**src/sv/gsf_pkg.sv**
```systemverilog
package gsf_pkg;

    // Field widths
    localparam int IN_W       = 16;
    localparam int OUT_W      = 24;
    localparam int FAC_W      = 8;
    localparam int CFG_DATA_W = 8;
    localparam int REG_IDX_W  = 2;

    // Yaw boxcar length and fixed-point fraction (boxcar length must be a power of two)
    localparam int AVG_DEPTH = 4;
    localparam int FRAC_BITS = 8;
    localparam int POS_W     = $clog2(AVG_DEPTH);
    localparam int SUM_W     = IN_W + $clog2(AVG_DEPTH);

    // Axes
    localparam int NUM_AXES = 3;
    localparam int AXIS_W   = 2;
    localparam logic [AXIS_W-1:0] AX_ROLL  = 2'd0;
    localparam logic [AXIS_W-1:0] AX_PITCH = 2'd1;
    localparam logic [AXIS_W-1:0] AX_YAW   = 2'd2;

    // Datapath widths
    localparam int X_W    = IN_W + FRAC_BITS;
    localparam int PROD_W = OUT_W + FAC_W + 1;
    localparam int NUM_W  = ((PROD_W > X_W) ? PROD_W : X_W) + 1;
    localparam int AVGN_W = SUM_W + FRAC_BITS;
    localparam int DIV_W  = (NUM_W > AVGN_W) ? NUM_W : AVGN_W;

    // Serial divider: DIV_BPS quotient bits per cycle
    localparam int DIV_BPS    = 4;
    localparam int DIV_STEPS  = (DIV_W + DIV_BPS - 1) / DIV_BPS;
    localparam int DIV_MW     = DIV_STEPS * DIV_BPS;
    localparam int DIV_CNT_W  = $clog2(DIV_STEPS);

    // Configuration register map
    typedef enum logic [REG_IDX_W-1:0] {
        REG_ROLL_FACTOR  = 2'd0,
        REG_PITCH_FACTOR = 2'd1,
        REG_YAW_FACTOR   = 2'd2,
        REG_TRI_MODE     = 2'd3
    } t_reg_idx;

    // Controller to datapath commands
    typedef struct packed {
        logic              load_in;
        logic              ring_upd;
        logic              div_start;
        logic              mul;
        logic              pass;
        logic              res_store;
        logic              out_load;
        logic [AXIS_W-1:0] axis;
    } t_dp_cmd;

    // Datapath to controller status
    typedef struct packed {
        logic                pre_avg_en;
        logic [NUM_AXES-1:0] fac_active;
        logic                div_done;
        logic                out_free;
    } t_dp_stat;

endpackage

```
**src/sv/gsf_in_if.sv**
```systemverilog
interface gsf_in_if;
    logic                              valid;
    logic                              ready;
    logic signed [gsf_pkg::IN_W-1:0]   rate_roll;
    logic signed [gsf_pkg::IN_W-1:0]   rate_pitch;
    logic signed [gsf_pkg::IN_W-1:0]   rate_yaw;

    modport source (output valid, output rate_roll, output rate_pitch, output rate_yaw,
                    input ready);
    modport sink (input valid, input rate_roll, input rate_pitch, input rate_yaw,
                  output ready);
endinterface

```
**src/sv/gsf_out_if.sv**
```systemverilog
interface gsf_out_if;
    logic                              valid;
    logic                              ready;
    logic signed [gsf_pkg::OUT_W-1:0]  smooth_roll;
    logic signed [gsf_pkg::OUT_W-1:0]  smooth_pitch;
    logic signed [gsf_pkg::OUT_W-1:0]  smooth_yaw;

    modport source (output valid, output smooth_roll, output smooth_pitch, output smooth_yaw,
                    input ready);
    modport sink (input valid, input smooth_roll, input smooth_pitch, input smooth_yaw,
                  output ready);
endinterface

```
**src/sv/gsf_cfg_if.sv**
```systemverilog
interface gsf_cfg_if;
    logic                                 valid;
    logic                                 ready;
    logic [gsf_pkg::REG_IDX_W-1:0]        index;
    logic [gsf_pkg::CFG_DATA_W-1:0]       data;

    modport source (output valid, output index, output data, input ready);
    modport sink (input valid, input index, input data, output ready);
endinterface

```
**src/sv/gsf_div.sv**
```systemverilog
module gsf_div (
    input  logic                               i_clk,
    input  logic                               i_rst_n,
    input  logic                               i_start,
    input  logic signed [gsf_pkg::DIV_W-1:0]   i_dividend,
    input  logic [gsf_pkg::FAC_W-1:0]          i_divisor,
    output logic                               o_done,
    output logic signed [gsf_pkg::DIV_W-1:0]   o_quot
);

    logic                               r_busy;
    logic                               r_done;
    logic [gsf_pkg::DIV_CNT_W-1:0]      r_cnt;
    logic [gsf_pkg::FAC_W-1:0]          r_rem;
    logic [gsf_pkg::DIV_MW-1:0]         r_quo;
    logic [gsf_pkg::FAC_W-1:0]          r_den;
    logic                               r_neg;

    logic [gsf_pkg::DIV_W-1:0]          mag;
    logic [gsf_pkg::FAC_W-1:0]          step_rem;
    logic [gsf_pkg::DIV_MW-1:0]         step_quo;
    logic [gsf_pkg::FAC_W:0]            rem_ext;

    // Magnitude of the dividend; quotient sign is applied at the end
    assign mag = i_dividend[gsf_pkg::DIV_W-1] ? gsf_pkg::DIV_W'(-i_dividend)
                                              : gsf_pkg::DIV_W'(i_dividend);

    // Restoring division, DIV_BPS bits per cycle
    always_comb begin
        step_rem = r_rem;
        step_quo = r_quo;
        rem_ext  = '0;
        for (int k = 0; k < gsf_pkg::DIV_BPS; k++) begin
            rem_ext  = {step_rem, step_quo[gsf_pkg::DIV_MW-1]};
            step_quo = {step_quo[gsf_pkg::DIV_MW-2:0], 1'b0};
            if (rem_ext >= {1'b0, r_den}) begin
                rem_ext     = rem_ext - {1'b0, r_den};
                step_quo[0] = 1'b1;
            end
            step_rem = rem_ext[gsf_pkg::FAC_W-1:0];
        end
    end

    // Step counter and done pulse
    always_ff @(posedge i_clk) begin
        if (!i_rst_n) begin
            r_busy <= 1'b0;
            r_done <= 1'b0;
            r_cnt  <= '0;
        end else begin
            r_done <= 1'b0;
            if (i_start) begin
                r_busy <= 1'b1;
                r_cnt  <= '0;
            end else if (r_busy) begin
                r_cnt <= r_cnt + gsf_pkg::DIV_CNT_W'(1);
                if (r_cnt == gsf_pkg::DIV_CNT_W'(gsf_pkg::DIV_STEPS - 1)) begin
                    r_busy <= 1'b0;
                    r_done <= 1'b1;
                end
            end
        end
    end

    // Working registers
    always_ff @(posedge i_clk) begin
        if (i_start) begin
            r_rem <= '0;
            r_quo <= gsf_pkg::DIV_MW'(mag);
            r_den <= i_divisor;
            r_neg <= i_dividend[gsf_pkg::DIV_W-1];
        end else if (r_busy) begin
            r_rem <= step_rem;
            r_quo <= step_quo;
        end
    end

    assign o_done = r_done;
    assign o_quot = r_neg ? -signed'(r_quo[gsf_pkg::DIV_W-1:0])
                          : signed'(r_quo[gsf_pkg::DIV_W-1:0]);

endmodule

```
**src/sv/gsf_datapath.sv**
```systemverilog
module gsf_datapath (
    input  logic                               i_clk,
    input  logic                               i_rst_n,
    input  gsf_pkg::t_dp_cmd                   i_cmd,
    output gsf_pkg::t_dp_stat                  o_stat,
    input  logic signed [gsf_pkg::IN_W-1:0]    i_rate_roll,
    input  logic signed [gsf_pkg::IN_W-1:0]    i_rate_pitch,
    input  logic signed [gsf_pkg::IN_W-1:0]    i_rate_yaw,
    input  logic                               i_cfg_valid,
    input  logic [gsf_pkg::REG_IDX_W-1:0]      i_cfg_index,
    input  logic [gsf_pkg::CFG_DATA_W-1:0]     i_cfg_data,
    output logic                               o_out_valid,
    input  logic                               i_out_ready,
    output logic signed [gsf_pkg::OUT_W-1:0]   o_smooth_roll,
    output logic signed [gsf_pkg::OUT_W-1:0]   o_smooth_pitch,
    output logic signed [gsf_pkg::OUT_W-1:0]   o_smooth_yaw
);

    localparam logic signed [gsf_pkg::DIV_W-1:0] SAT_HI =
        {{(gsf_pkg::DIV_W - gsf_pkg::OUT_W + 1){1'b0}}, {(gsf_pkg::OUT_W - 1){1'b1}}};
    localparam logic signed [gsf_pkg::DIV_W-1:0] SAT_LO =
        {{(gsf_pkg::DIV_W - gsf_pkg::OUT_W + 1){1'b1}}, {(gsf_pkg::OUT_W - 1){1'b0}}};

    // Configuration
    logic [gsf_pkg::FAC_W-1:0]          r_fac [gsf_pkg::NUM_AXES];
    logic                               r_tri;

    // Working sample and yaw boxcar
    logic signed [gsf_pkg::X_W-1:0]     r_x [gsf_pkg::NUM_AXES];
    logic signed [gsf_pkg::IN_W-1:0]    r_raw_yaw;
    logic signed [gsf_pkg::IN_W-1:0]    r_ring [gsf_pkg::AVG_DEPTH];
    logic [gsf_pkg::POS_W-1:0]          r_pos;
    logic signed [gsf_pkg::SUM_W-1:0]   r_sum;
    logic signed [gsf_pkg::SUM_W-1:0]   n_sum;

    // Smoothing
    logic signed [gsf_pkg::PROD_W-1:0]  r_prod;
    logic signed [gsf_pkg::OUT_W-1:0]   r_prev [gsf_pkg::NUM_AXES];
    logic signed [gsf_pkg::OUT_W-1:0]   r_res [gsf_pkg::NUM_AXES];
    logic signed [gsf_pkg::OUT_W-1:0]   r_out [gsf_pkg::NUM_AXES];
    logic                               r_out_valid;

    logic signed [gsf_pkg::AVGN_W-1:0]  avg_num;
    logic signed [gsf_pkg::AVGN_W-1:0]  avg_mean;
    logic signed [gsf_pkg::DIV_W-1:0]   axis_num;
    logic signed [gsf_pkg::DIV_W-1:0]   div_dividend;
    logic [gsf_pkg::FAC_W-1:0]          div_divisor;
    logic                               div_done;
    logic signed [gsf_pkg::DIV_W-1:0]   div_q;

    function automatic logic signed [gsf_pkg::OUT_W-1:0] sat_out(
        input logic signed [gsf_pkg::DIV_W-1:0] v
    );
        logic signed [gsf_pkg::DIV_W-1:0] c;
        c = v;
        if (v > SAT_HI) c = SAT_HI;
        if (v < SAT_LO) c = SAT_LO;
        return c[gsf_pkg::OUT_W-1:0];
    endfunction

    // Register writes
    always_ff @(posedge i_clk) begin
        if (!i_rst_n) begin
            for (int a = 0; a < gsf_pkg::NUM_AXES; a++) r_fac[a] <= '0;
            r_tri <= 1'b0;
        end else if (i_cfg_valid) begin
            case (gsf_pkg::t_reg_idx'(i_cfg_index))
                gsf_pkg::REG_ROLL_FACTOR:  r_fac[gsf_pkg::AX_ROLL]  <= i_cfg_data;
                gsf_pkg::REG_PITCH_FACTOR: r_fac[gsf_pkg::AX_PITCH] <= i_cfg_data;
                gsf_pkg::REG_YAW_FACTOR:   r_fac[gsf_pkg::AX_YAW]   <= i_cfg_data;
                gsf_pkg::REG_TRI_MODE:     r_tri <= i_cfg_data[0];
                default: ;
            endcase
        end
    end

    // Running boxcar sum: drop the oldest entry, add the new one
    assign n_sum = r_sum - gsf_pkg::SUM_W'(r_ring[r_pos]) + gsf_pkg::SUM_W'(r_raw_yaw);

    always_ff @(posedge i_clk) begin
        if (!i_rst_n) begin
            for (int i = 0; i < gsf_pkg::AVG_DEPTH; i++) r_ring[i] <= '0;
            r_pos <= '0;
            r_sum <= '0;
        end else if (i_cmd.ring_upd) begin
            r_ring[r_pos] <= r_raw_yaw;
            r_sum         <= n_sum;
            if (r_pos == gsf_pkg::POS_W'(gsf_pkg::AVG_DEPTH - 1)) begin
                r_pos <= '0;
            end else begin
                r_pos <= r_pos + gsf_pkg::POS_W'(1);
            end
        end
    end

    // Boxcar mean of the updated ring, truncated toward zero
    assign avg_num  = gsf_pkg::AVGN_W'(n_sum) <<< gsf_pkg::FRAC_BITS;
    assign avg_mean = avg_num / gsf_pkg::AVGN_W'(gsf_pkg::AVG_DEPTH);

    // Divider operand select
    assign axis_num     = gsf_pkg::DIV_W'(r_prod) + gsf_pkg::DIV_W'(r_x[i_cmd.axis]);
    assign div_dividend = axis_num;
    assign div_divisor  = r_fac[i_cmd.axis];

    gsf_div u_div (
        .i_clk      (i_clk),
        .i_rst_n    (i_rst_n),
        .i_start    (i_cmd.div_start),
        .i_dividend (div_dividend),
        .i_divisor  (div_divisor),
        .o_done     (div_done),
        .o_quot     (div_q)
    );

    // Sample capture, product and per-axis results
    always_ff @(posedge i_clk) begin
        if (i_cmd.load_in) begin
            r_x[gsf_pkg::AX_ROLL]  <= {i_rate_roll, gsf_pkg::FRAC_BITS'(0)};
            r_x[gsf_pkg::AX_PITCH] <= {i_rate_pitch, gsf_pkg::FRAC_BITS'(0)};
            r_x[gsf_pkg::AX_YAW]   <= {i_rate_yaw, gsf_pkg::FRAC_BITS'(0)};
            r_raw_yaw              <= i_rate_yaw;
        end else if (i_cmd.ring_upd) begin
            r_x[gsf_pkg::AX_YAW] <= avg_mean[gsf_pkg::X_W-1:0];
        end
        if (i_cmd.mul) begin
            r_prod <= r_prev[i_cmd.axis]
                    * signed'({1'b0, r_fac[i_cmd.axis] - gsf_pkg::FAC_W'(1)});
        end
        if (i_cmd.pass) begin
            r_res[i_cmd.axis] <= sat_out(gsf_pkg::DIV_W'(r_x[i_cmd.axis]));
        end else if (i_cmd.res_store) begin
            r_res[i_cmd.axis] <= sat_out(div_q);
        end
        if (i_cmd.out_load) begin
            r_out <= r_res;
        end
    end

    // Last smoothed value per axis
    always_ff @(posedge i_clk) begin
        if (!i_rst_n) begin
            for (int a = 0; a < gsf_pkg::NUM_AXES; a++) r_prev[a] <= '0;
        end else if (i_cmd.res_store) begin
            r_prev[i_cmd.axis] <= sat_out(div_q);
        end
    end

    // Output register: hold the beat until taken
    always_ff @(posedge i_clk) begin
        if (!i_rst_n) begin
            r_out_valid <= 1'b0;
        end else if (i_cmd.out_load) begin
            r_out_valid <= 1'b1;
        end else if (i_out_ready) begin
            r_out_valid <= 1'b0;
        end
    end

    // Status
    always_comb begin
        o_stat.pre_avg_en = r_tri && (r_fac[gsf_pkg::AX_YAW] != '0);
        for (int a = 0; a < gsf_pkg::NUM_AXES; a++) begin
            o_stat.fac_active[a] = r_fac[a] > gsf_pkg::FAC_W'(1);
        end
        o_stat.div_done = div_done;
        o_stat.out_free = !r_out_valid || i_out_ready;
    end

    assign o_out_valid    = r_out_valid;
    assign o_smooth_roll  = r_out[gsf_pkg::AX_ROLL];
    assign o_smooth_pitch = r_out[gsf_pkg::AX_PITCH];
    assign o_smooth_yaw   = r_out[gsf_pkg::AX_YAW];

endmodule

```
**src/sv/gsf_ctrl.sv**
```systemverilog
module gsf_ctrl (
    input  logic                i_clk,
    input  logic                i_rst_n,
    input  logic                i_in_valid,
    output logic                o_in_ready,
    input  gsf_pkg::t_dp_stat   i_stat,
    output gsf_pkg::t_dp_cmd    o_cmd
);

    typedef enum logic [2:0] {
        ST_IDLE,
        ST_RING,
        ST_AXIS,
        ST_DIV_START,
        ST_DIV_WAIT,
        ST_FINISH
    } t_state;

    t_state                         r_state;
    t_state                         n_state;
    logic [gsf_pkg::AXIS_W-1:0]     r_axis;
    logic [gsf_pkg::AXIS_W-1:0]     n_axis;
    logic                           last_axis;

    assign last_axis = (r_axis == gsf_pkg::AXIS_W'(gsf_pkg::NUM_AXES - 1));

    // Sequence: optional yaw boxcar, then each axis in turn, then hand off
    always_comb begin
        n_state = r_state;
        n_axis  = r_axis;
        o_cmd   = '0;
        o_cmd.axis = r_axis;
        case (r_state)
            ST_IDLE: begin
                if (i_in_valid) begin
                    o_cmd.load_in = 1'b1;
                    n_axis        = gsf_pkg::AX_ROLL;
                    n_state       = i_stat.pre_avg_en ? ST_RING : ST_AXIS;
                end
            end
            ST_RING: begin
                o_cmd.ring_upd = 1'b1;
                n_state        = ST_AXIS;
            end
            ST_AXIS: begin
                if (i_stat.fac_active[r_axis]) begin
                    o_cmd.mul = 1'b1;
                    n_state   = ST_DIV_START;
                end else begin
                    o_cmd.pass = 1'b1;
                    if (last_axis) begin
                        n_state = ST_FINISH;
                    end else begin
                        n_axis = r_axis + gsf_pkg::AXIS_W'(1);
                    end
                end
            end
            ST_DIV_START: begin
                o_cmd.div_start = 1'b1;
                n_state         = ST_DIV_WAIT;
            end
            ST_DIV_WAIT: begin
                if (i_stat.div_done) begin
                    o_cmd.res_store = 1'b1;
                    if (last_axis) begin
                        n_state = ST_FINISH;
                    end else begin
                        n_axis  = r_axis + gsf_pkg::AXIS_W'(1);
                        n_state = ST_AXIS;
                    end
                end
            end
            ST_FINISH: begin
                if (i_stat.out_free) begin
                    o_cmd.out_load = 1'b1;
                    n_state        = ST_IDLE;
                end
            end
            default: begin
                n_state = ST_IDLE;
            end
        endcase
    end

    // Hold state and axis index
    always_ff @(posedge i_clk) begin
        if (!i_rst_n) begin
            r_state <= ST_IDLE;
            r_axis  <= '0;
        end else begin
            r_state <= n_state;
            r_axis  <= n_axis;
        end
    end

    assign o_in_ready = (r_state == ST_IDLE);

endmodule

```
**src/sv/gyro_smoothing_filter_top.sv**
```systemverilog
// Three-axis gyro smoother. Each input beat (roll, pitch, yaw integer rates) gives one output
// beat of rates in signed fixed point with FRAC_BITS fractional bits. With tri_mode set and a
// nonzero yaw_factor, yaw first goes through an AVG_DEPTH-entry boxcar average; then every axis
// whose factor N is above 1 gives y = (last*(N-1)+x)/N, truncated toward zero and saturated to
// 24 bits, and keeps y as its new last value. Items are handled one at a time: each item goes
// through the yaw boxcar step when it runs, then through every axis in turn, either passed
// through or, for a smoothed axis, multiplied and then divided on the single shared serial
// divider, and is handed off before the next item can be taken. The result sits in an output
// register, so the next item is accepted while it waits; the last hand-off waits only if that
// register is still full. Configuration writes are always taken and belong in idle periods.
module gyro_smoothing_filter_top (
    input  logic         i_clk,
    input  logic         i_rst_n,
    gsf_in_if.sink       i_in,
    gsf_out_if.source    o_out,
    gsf_cfg_if.sink      i_cfg
);

    gsf_pkg::t_dp_cmd    dp_cmd;
    gsf_pkg::t_dp_stat   dp_stat;
    logic                in_ready;

    gsf_ctrl u_ctrl (
        .i_clk      (i_clk),
        .i_rst_n    (i_rst_n),
        .i_in_valid (i_in.valid),
        .o_in_ready (in_ready),
        .i_stat     (dp_stat),
        .o_cmd      (dp_cmd)
    );

    gsf_datapath u_dp (
        .i_clk          (i_clk),
        .i_rst_n        (i_rst_n),
        .i_cmd          (dp_cmd),
        .o_stat         (dp_stat),
        .i_rate_roll    (i_in.rate_roll),
        .i_rate_pitch   (i_in.rate_pitch),
        .i_rate_yaw     (i_in.rate_yaw),
        .i_cfg_valid    (i_cfg.valid),
        .i_cfg_index    (i_cfg.index),
        .i_cfg_data     (i_cfg.data),
        .o_out_valid    (o_out.valid),
        .i_out_ready    (o_out.ready),
        .o_smooth_roll  (o_out.smooth_roll),
        .o_smooth_pitch (o_out.smooth_pitch),
        .o_smooth_yaw   (o_out.smooth_yaw)
    );

    assign i_in.ready  = in_ready;
    assign i_cfg.ready = 1'b1;

`ifndef SYNTHESIS
    // One item at a time: after an accepted beat the input stays closed
    a_one_in_flight: assert property (@(posedge i_clk) disable iff (!i_rst_n)
        (i_in.valid && i_in.ready) |=> !i_in.ready)
        else $error("input accepted while an item is in flight");

    // Never overwrite a result that has not been taken
    a_no_overwrite: assert property (@(posedge i_clk) disable iff (!i_rst_n)
        dp_cmd.out_load |-> (!o_out.valid || o_out.ready))
        else $error("output register overwritten");

    // Boxcar advances only when the yaw pre-average is enabled
    a_ring_gated: assert property (@(posedge i_clk) disable iff (!i_rst_n)
        dp_cmd.ring_upd |-> dp_stat.pre_avg_en)
        else $error("yaw ring updated with pre-average off");

    // The divider does not report done right after a start
    a_div_seq: assert property (@(posedge i_clk) disable iff (!i_rst_n)
        dp_cmd.div_start |=> !dp_stat.div_done)
        else $error("divider done right after start");
`endif

endmodule
```
**src/flat_wrapper.sv**
```systemverilog
// flat-port wrapper written by rule: the top's interface ports become plain ports
module gyro_smoothing_filter_top_flat 
  (i_clk, i_rst_n, i_in_valid, i_in_rate_roll, i_in_rate_pitch, i_in_rate_yaw, i_in_ready, o_out_valid, o_out_smooth_roll, o_out_smooth_pitch, o_out_smooth_yaw, o_out_ready, i_cfg_valid, i_cfg_index, i_cfg_data, i_cfg_ready);
  gsf_in_if i_in_i ();
  gsf_out_if o_out_i ();
  gsf_cfg_if i_cfg_i ();
  input  logic i_clk;
  input  logic i_rst_n;
  input wire logic [$bits(i_in_i.valid)-1:0] i_in_valid;
  input wire logic [$bits(i_in_i.rate_roll)-1:0] i_in_rate_roll;
  input wire logic [$bits(i_in_i.rate_pitch)-1:0] i_in_rate_pitch;
  input wire logic [$bits(i_in_i.rate_yaw)-1:0] i_in_rate_yaw;
  output wire logic [$bits(i_in_i.ready)-1:0] i_in_ready;
  output wire logic [$bits(o_out_i.valid)-1:0] o_out_valid;
  output wire logic [$bits(o_out_i.smooth_roll)-1:0] o_out_smooth_roll;
  output wire logic [$bits(o_out_i.smooth_pitch)-1:0] o_out_smooth_pitch;
  output wire logic [$bits(o_out_i.smooth_yaw)-1:0] o_out_smooth_yaw;
  input wire logic [$bits(o_out_i.ready)-1:0] o_out_ready;
  input wire logic [$bits(i_cfg_i.valid)-1:0] i_cfg_valid;
  input wire logic [$bits(i_cfg_i.index)-1:0] i_cfg_index;
  input wire logic [$bits(i_cfg_i.data)-1:0] i_cfg_data;
  output wire logic [$bits(i_cfg_i.ready)-1:0] i_cfg_ready;
  assign i_in_i.valid = i_in_valid;
  assign i_in_i.rate_roll = i_in_rate_roll;
  assign i_in_i.rate_pitch = i_in_rate_pitch;
  assign i_in_i.rate_yaw = i_in_rate_yaw;
  assign i_in_ready = i_in_i.ready;
  assign o_out_valid = o_out_i.valid;
  assign o_out_smooth_roll = o_out_i.smooth_roll;
  assign o_out_smooth_pitch = o_out_i.smooth_pitch;
  assign o_out_smooth_yaw = o_out_i.smooth_yaw;
  assign o_out_i.ready = o_out_ready;
  assign i_cfg_i.valid = i_cfg_valid;
  assign i_cfg_i.index = i_cfg_index;
  assign i_cfg_i.data = i_cfg_data;
  assign i_cfg_ready = i_cfg_i.ready;
  gyro_smoothing_filter_top u_core (.i_clk(i_clk), .i_rst_n(i_rst_n), .i_in(i_in_i), .o_out(o_out_i), .i_cfg(i_cfg_i));
endmodule
```
**config.mk**
```make
export PLATFORM = sky130hd
export DESIGN_NAME = gyro_smoothing_filter_top_flat
export DESIGN_NICKNAME = d
export VERILOG_FILES = /design/src/sv/gsf_pkg.sv /design/src/sv/gsf_in_if.sv /design/src/sv/gsf_out_if.sv /design/src/sv/gsf_cfg_if.sv /design/src/sv/gsf_div.sv /design/src/sv/gsf_datapath.sv /design/src/sv/gsf_ctrl.sv /design/src/sv/gyro_smoothing_filter_top.sv /design/src/flat_wrapper.sv
export SDC_FILE = /design/constraint.sdc
export NUM_CORES = 1
export LEC_CHECK = 0
export ABC_AREA = 1
export BUFFER_PORTS_ARGS = -buffer_cell sky130_fd_sc_hd__buf_2
export CORE_UTILIZATION = 59
export DETAILED_ROUTE_END_ITERATION = 6
export MAX_ROUTING_LAYER = met4
export PLACE_DENSITY = 0.78
export SETUP_SLACK_MARGIN = 0.3
export SYNTH_ARGS = -nofsm -noshare
export SYNTH_HDL_FRONTEND = slang
export SYNTH_HIERARCHICAL = 1
export SYNTH_SLANG_ARGS = --single-unit
```
**constraint.sdc**
```tcl
create_clock -name i_clk -period 13.4 [get_ports i_clk]
set_input_delay 4.02 -clock i_clk [delete_from_list [all_inputs] [get_ports i_clk]]
set_output_delay 4.02 -clock i_clk [all_outputs]
set_load 0.1 [all_outputs]
```
==> impl_metrics.tcl <==
set metrics [dict create \
    fin_ws_ps 6130 \
    overflow 0 \
    ys_async_sr_fraction_pct 0 \
    port_buffers 136 \
    fp.coreArea_um2 56400 \
    cts_resized 0 \
    hold_viol_final 0 \
    fp.dieH_um 241 \
    routedWlPerCell_um 18.7 \
    drtAntennaViolNets 0 \
    track_usage_pct 32.0 \
    synthCells 3810 \
    root_buffer "clkbuf_16" \
    finalSetupViolCount 0 \
    final_cell_mix "nand2_1, inv_1, nor2_1" \
    dp_hpwl_um 67000 \
    max_stage_delay_ps 1000 \
    fin_crit_sh_pct 54.2 \
    layout_commonest_cell "nand2_1" \
    yosysWarnings 6 \
    dr.pass1.iters 7 \
    grt_use_met1_pct 41.9 \
    grt_pass1_wl_um 137000 \
    die_x_um 241 \
    yosys.area.top_type "edfxtp_1" \
    syn-cell-area_um2 33700 \
    max_freq_ghz 0.138 \
    cts_tree "yes" \
    hp-class "flop to flop" \
    rsz0062_at_grt "no" \
    violations "design-rule violations" \
    die-area_um2 58000 \
    met2_usage_pct 51.7 \
    crit_buf_inv 5 \
    drc 23 \
    critPathKind "flop to flop" \
    vias_per_cell 5.59 \
    global_route.peak_usage_layer "met2" \
    cts_buffers 51 \
    synth_ff_type "edfxtp_1" \
    maxSlewHeadroom_pct 12.5 \
    period_minus_slack_ps 7270 \
    clk_latency_ps 620 \
    ys_types 60 \
    grt_max_degree 74 \
    worstMarginPinSlew_ps 1310 \
    first_iter_violations 2438 \
    finalWirelength_um 88700 \
    route.vias.total 26500 \
    synth-edff-count 470 \
    fp-row-count 87 \
    postSynthAreaPerCell_um2 8.84 \
    htree_levels 2 \
    crit_path_cell_trace "buf_4 -> nor2_4 -> buf_4 -> a21oi_1 -> o21ai_2 -> inv_2 -> ha_1 -> nand3_1 -> xor2_2 -> nor2_1 -> ha_1 -> fa_1 -> fa_1 -> inv_1 -> fa_1 -> inv_1 -> ha_1 -> a21oi_1 -> a21boi_0 -> nand2_1 -> nand2_1 -> nand3_1 -> nand2_1 -> nand2_1" \
    ys_top_cells_by_area "edfxtp_1, fa_1, nand2_1" \
    gp_congestion 0.954 \
    grt.met3_usage_pct 4.30 \
    clock-sinks 515 \
    clkTransAtPathRegs_ps 60 \
    seq_area_frac_synth_pct 44.6 \
    clock_skew_ps 22.1 \
    path_delay_family "adder cells" \
    final_util_pct 65.6 \
    tns_ps 0 \
    drv_cap 0 \
    cp-start-kind "flop" \
    endpoint_kind "flop" \
    start_util_pct 59.7 \
    cp.arrival_ps 7640 \
    synth_top_area_share_pct 41.9 \
    fillCellCount 4636 \
    worst-endpoint-required_ps 13770 \
    final_nets 4333 \
    grt_pass1_vias 25500 \
    ios 138 \
    cp_common_cell "nand2_1" \
    drive_gt1_share_pct 8.88 \
    antenna_found_initial 2 \
    slowest_stage "xor2_2" \
    dpl_worst_slack_ps 6160 \
    postCtsSetupBuffers 0 \
    slew_viol_final 0 \
    path_max_fanout 40 \
    status "finished with violations" \
    area_growth_pct 9.84 \
    ys_seq_elements 515 \
    cts_max_path_buffers 3 \
    cts_hold_buf 0 \
    syn-num-nets 4196 \
    whs_ps 419 \
]
-- logic make-up (layout without fill, tap and decap cells) --
logic type      after synthesis  after routing  share of synthesized area [%]
compound gates              452            452                           7.42
xor+xnor                    121            121                           3.17
fa+ha+maj                   323            323                           15.8
buf+inv                     734            912                           8.38
flops                       515            515                           44.6
other cells                   1              2                         0.0111
simple gates               1664           1664                           20.6
-- registers in the layout, indices dropped and copies added, names as in the netlist, 8 cells and up, named ones only --
name,count
u_core/u_dp/o_smooth_pitch,24
u_core/u_dp/o_smooth_roll,24
u_core/u_dp/o_smooth_yaw,24
u_core/u_dp/r_fac,24
u_core/u_dp/r_prev,96
u_core/u_dp/r_prod,33
u_core/u_dp/r_raw_yaw,16
u_core/u_dp/r_res,72
u_core/u_dp/r_ring,64
u_core/u_dp/r_sum,18
u_core/u_dp/r_x,50
u_core/u_dp/u_div/r_den,8
u_core/u_dp/u_div/r_quo,36
u_core/u_dp/u_div/r_rem,8
-- path summary, 6_finish.rpt --
kind,cells after the start,slack (ps),endpoint,start
worst min-delay path,0,420,u_core/u_dp/o_smooth_roll[3]$_DFFE_PP_,u_core/u_dp/r_res[51]$_DFFE_PP_
worst max register to register,24,6130,u_core/u_dp/r_prod[30]$_DFFE_PP_,u_core/u_ctrl/r_axis[1]$_SDFFE_PN0P_
worst max-delay path,24,6130,u_core/u_dp/r_prod[30]$_DFFE_PP_,u_core/u_ctrl/r_axis[1]$_SDFFE_PN0P_
worst min register to register,0,420,u_core/u_dp/o_smooth_roll[3]$_DFFE_PP_,u_core/u_dp/r_res[51]$_DFFE_PP_
-- final cells by class --
cell class              instances  area (um2)  area share, %
multi-input cells            2561       15900           42.9
flip-flops and latches        515       15000           40.6
inverters                     645        2420           6.55
clock buffers                  66        1410           3.82
repair buffers                173         958           2.59
well taps                     756         946           2.56
clock inverters                28         347          0.937
diodes                          1        2.50        0.00677
-- synthesized netlist by cell type, types with 5 or more instances --
| cell | count |
|---|---|
| or2_2 | 9 |
| edfxtp_1 | 470 |
| nand3_2 | 5 |
| buf_4 | 7 |
| nor2_4 | 5 |
| ha_1 | 151 |
| nand3b_1 | 7 |
| o22ai_1 | 47 |
| a21oi_1 | 172 |
| inv_1 | 626 |
| nand2_2 | 14 |
| dfxtp_1 | 45 |
| clkbuf_1 | 59 |
| fa_1 | 172 |
| o21a_1 | 7 |
| xor2_1 | 74 |
| o21ai_1 | 29 |
| buf_1 | 8 |
| nand3_1 | 146 |
| nor2_2 | 11 |
| inv_2 | 16 |
| nor2_1 | 568 |
| nor4_1 | 10 |
| xnor2_1 | 46 |
| nand4_1 | 52 |
| nor3_1 | 32 |
| nand2_1 | 787 |
| o21ai_2 | 14 |
| o21ai_0 | 150 |
| o31ai_1 | 7 |
| buf_2 | 12 |
-- routing by layer --
| layer | vias up | part of all wire (%) |
|---|---|---|
| met5 | - | 0 |
| met1 | 12600 | 41 |
| li1 | 12600 | - |
| met3 | 155 | 8.1 |
| met4 | 0 | 3.1 |
| met2 | 1149 | 48 |
-- metrics by stage --
stage	cell area [um2]	cells
2_1_floorplan	33700	3810
3_3_place_gp	35200	4650
3_5_place_dp	35200	4650
4_1_cts	37000	4744
5_1_grt	37000	4745
6_report	37000	4745
-- worst register-to-register path: stages (launching register included) --
cell and delay [ps]:
dfxtp_1 290, buf_4 260, nor2_4 150, buf_4 440, a21oi_1 160, o21ai_2 170
inv_2 250, ha_1 320, nand3_1 130, xor2_2 1000, nor2_1 100, ha_1 390
fa_1 510, fa_1 550, inv_1 50, fa_1 530, inv_1 50, ha_1 360
a21oi_1 260, a21boi_0 470, nand2_1 270, nand2_1 140, nand3_1 70, nand2_1 70
nand2_1 50
Power is left out: the tool's default activity adds up to more than one toggle a clock period on the data nets, which glitch-free logic cannot reach.
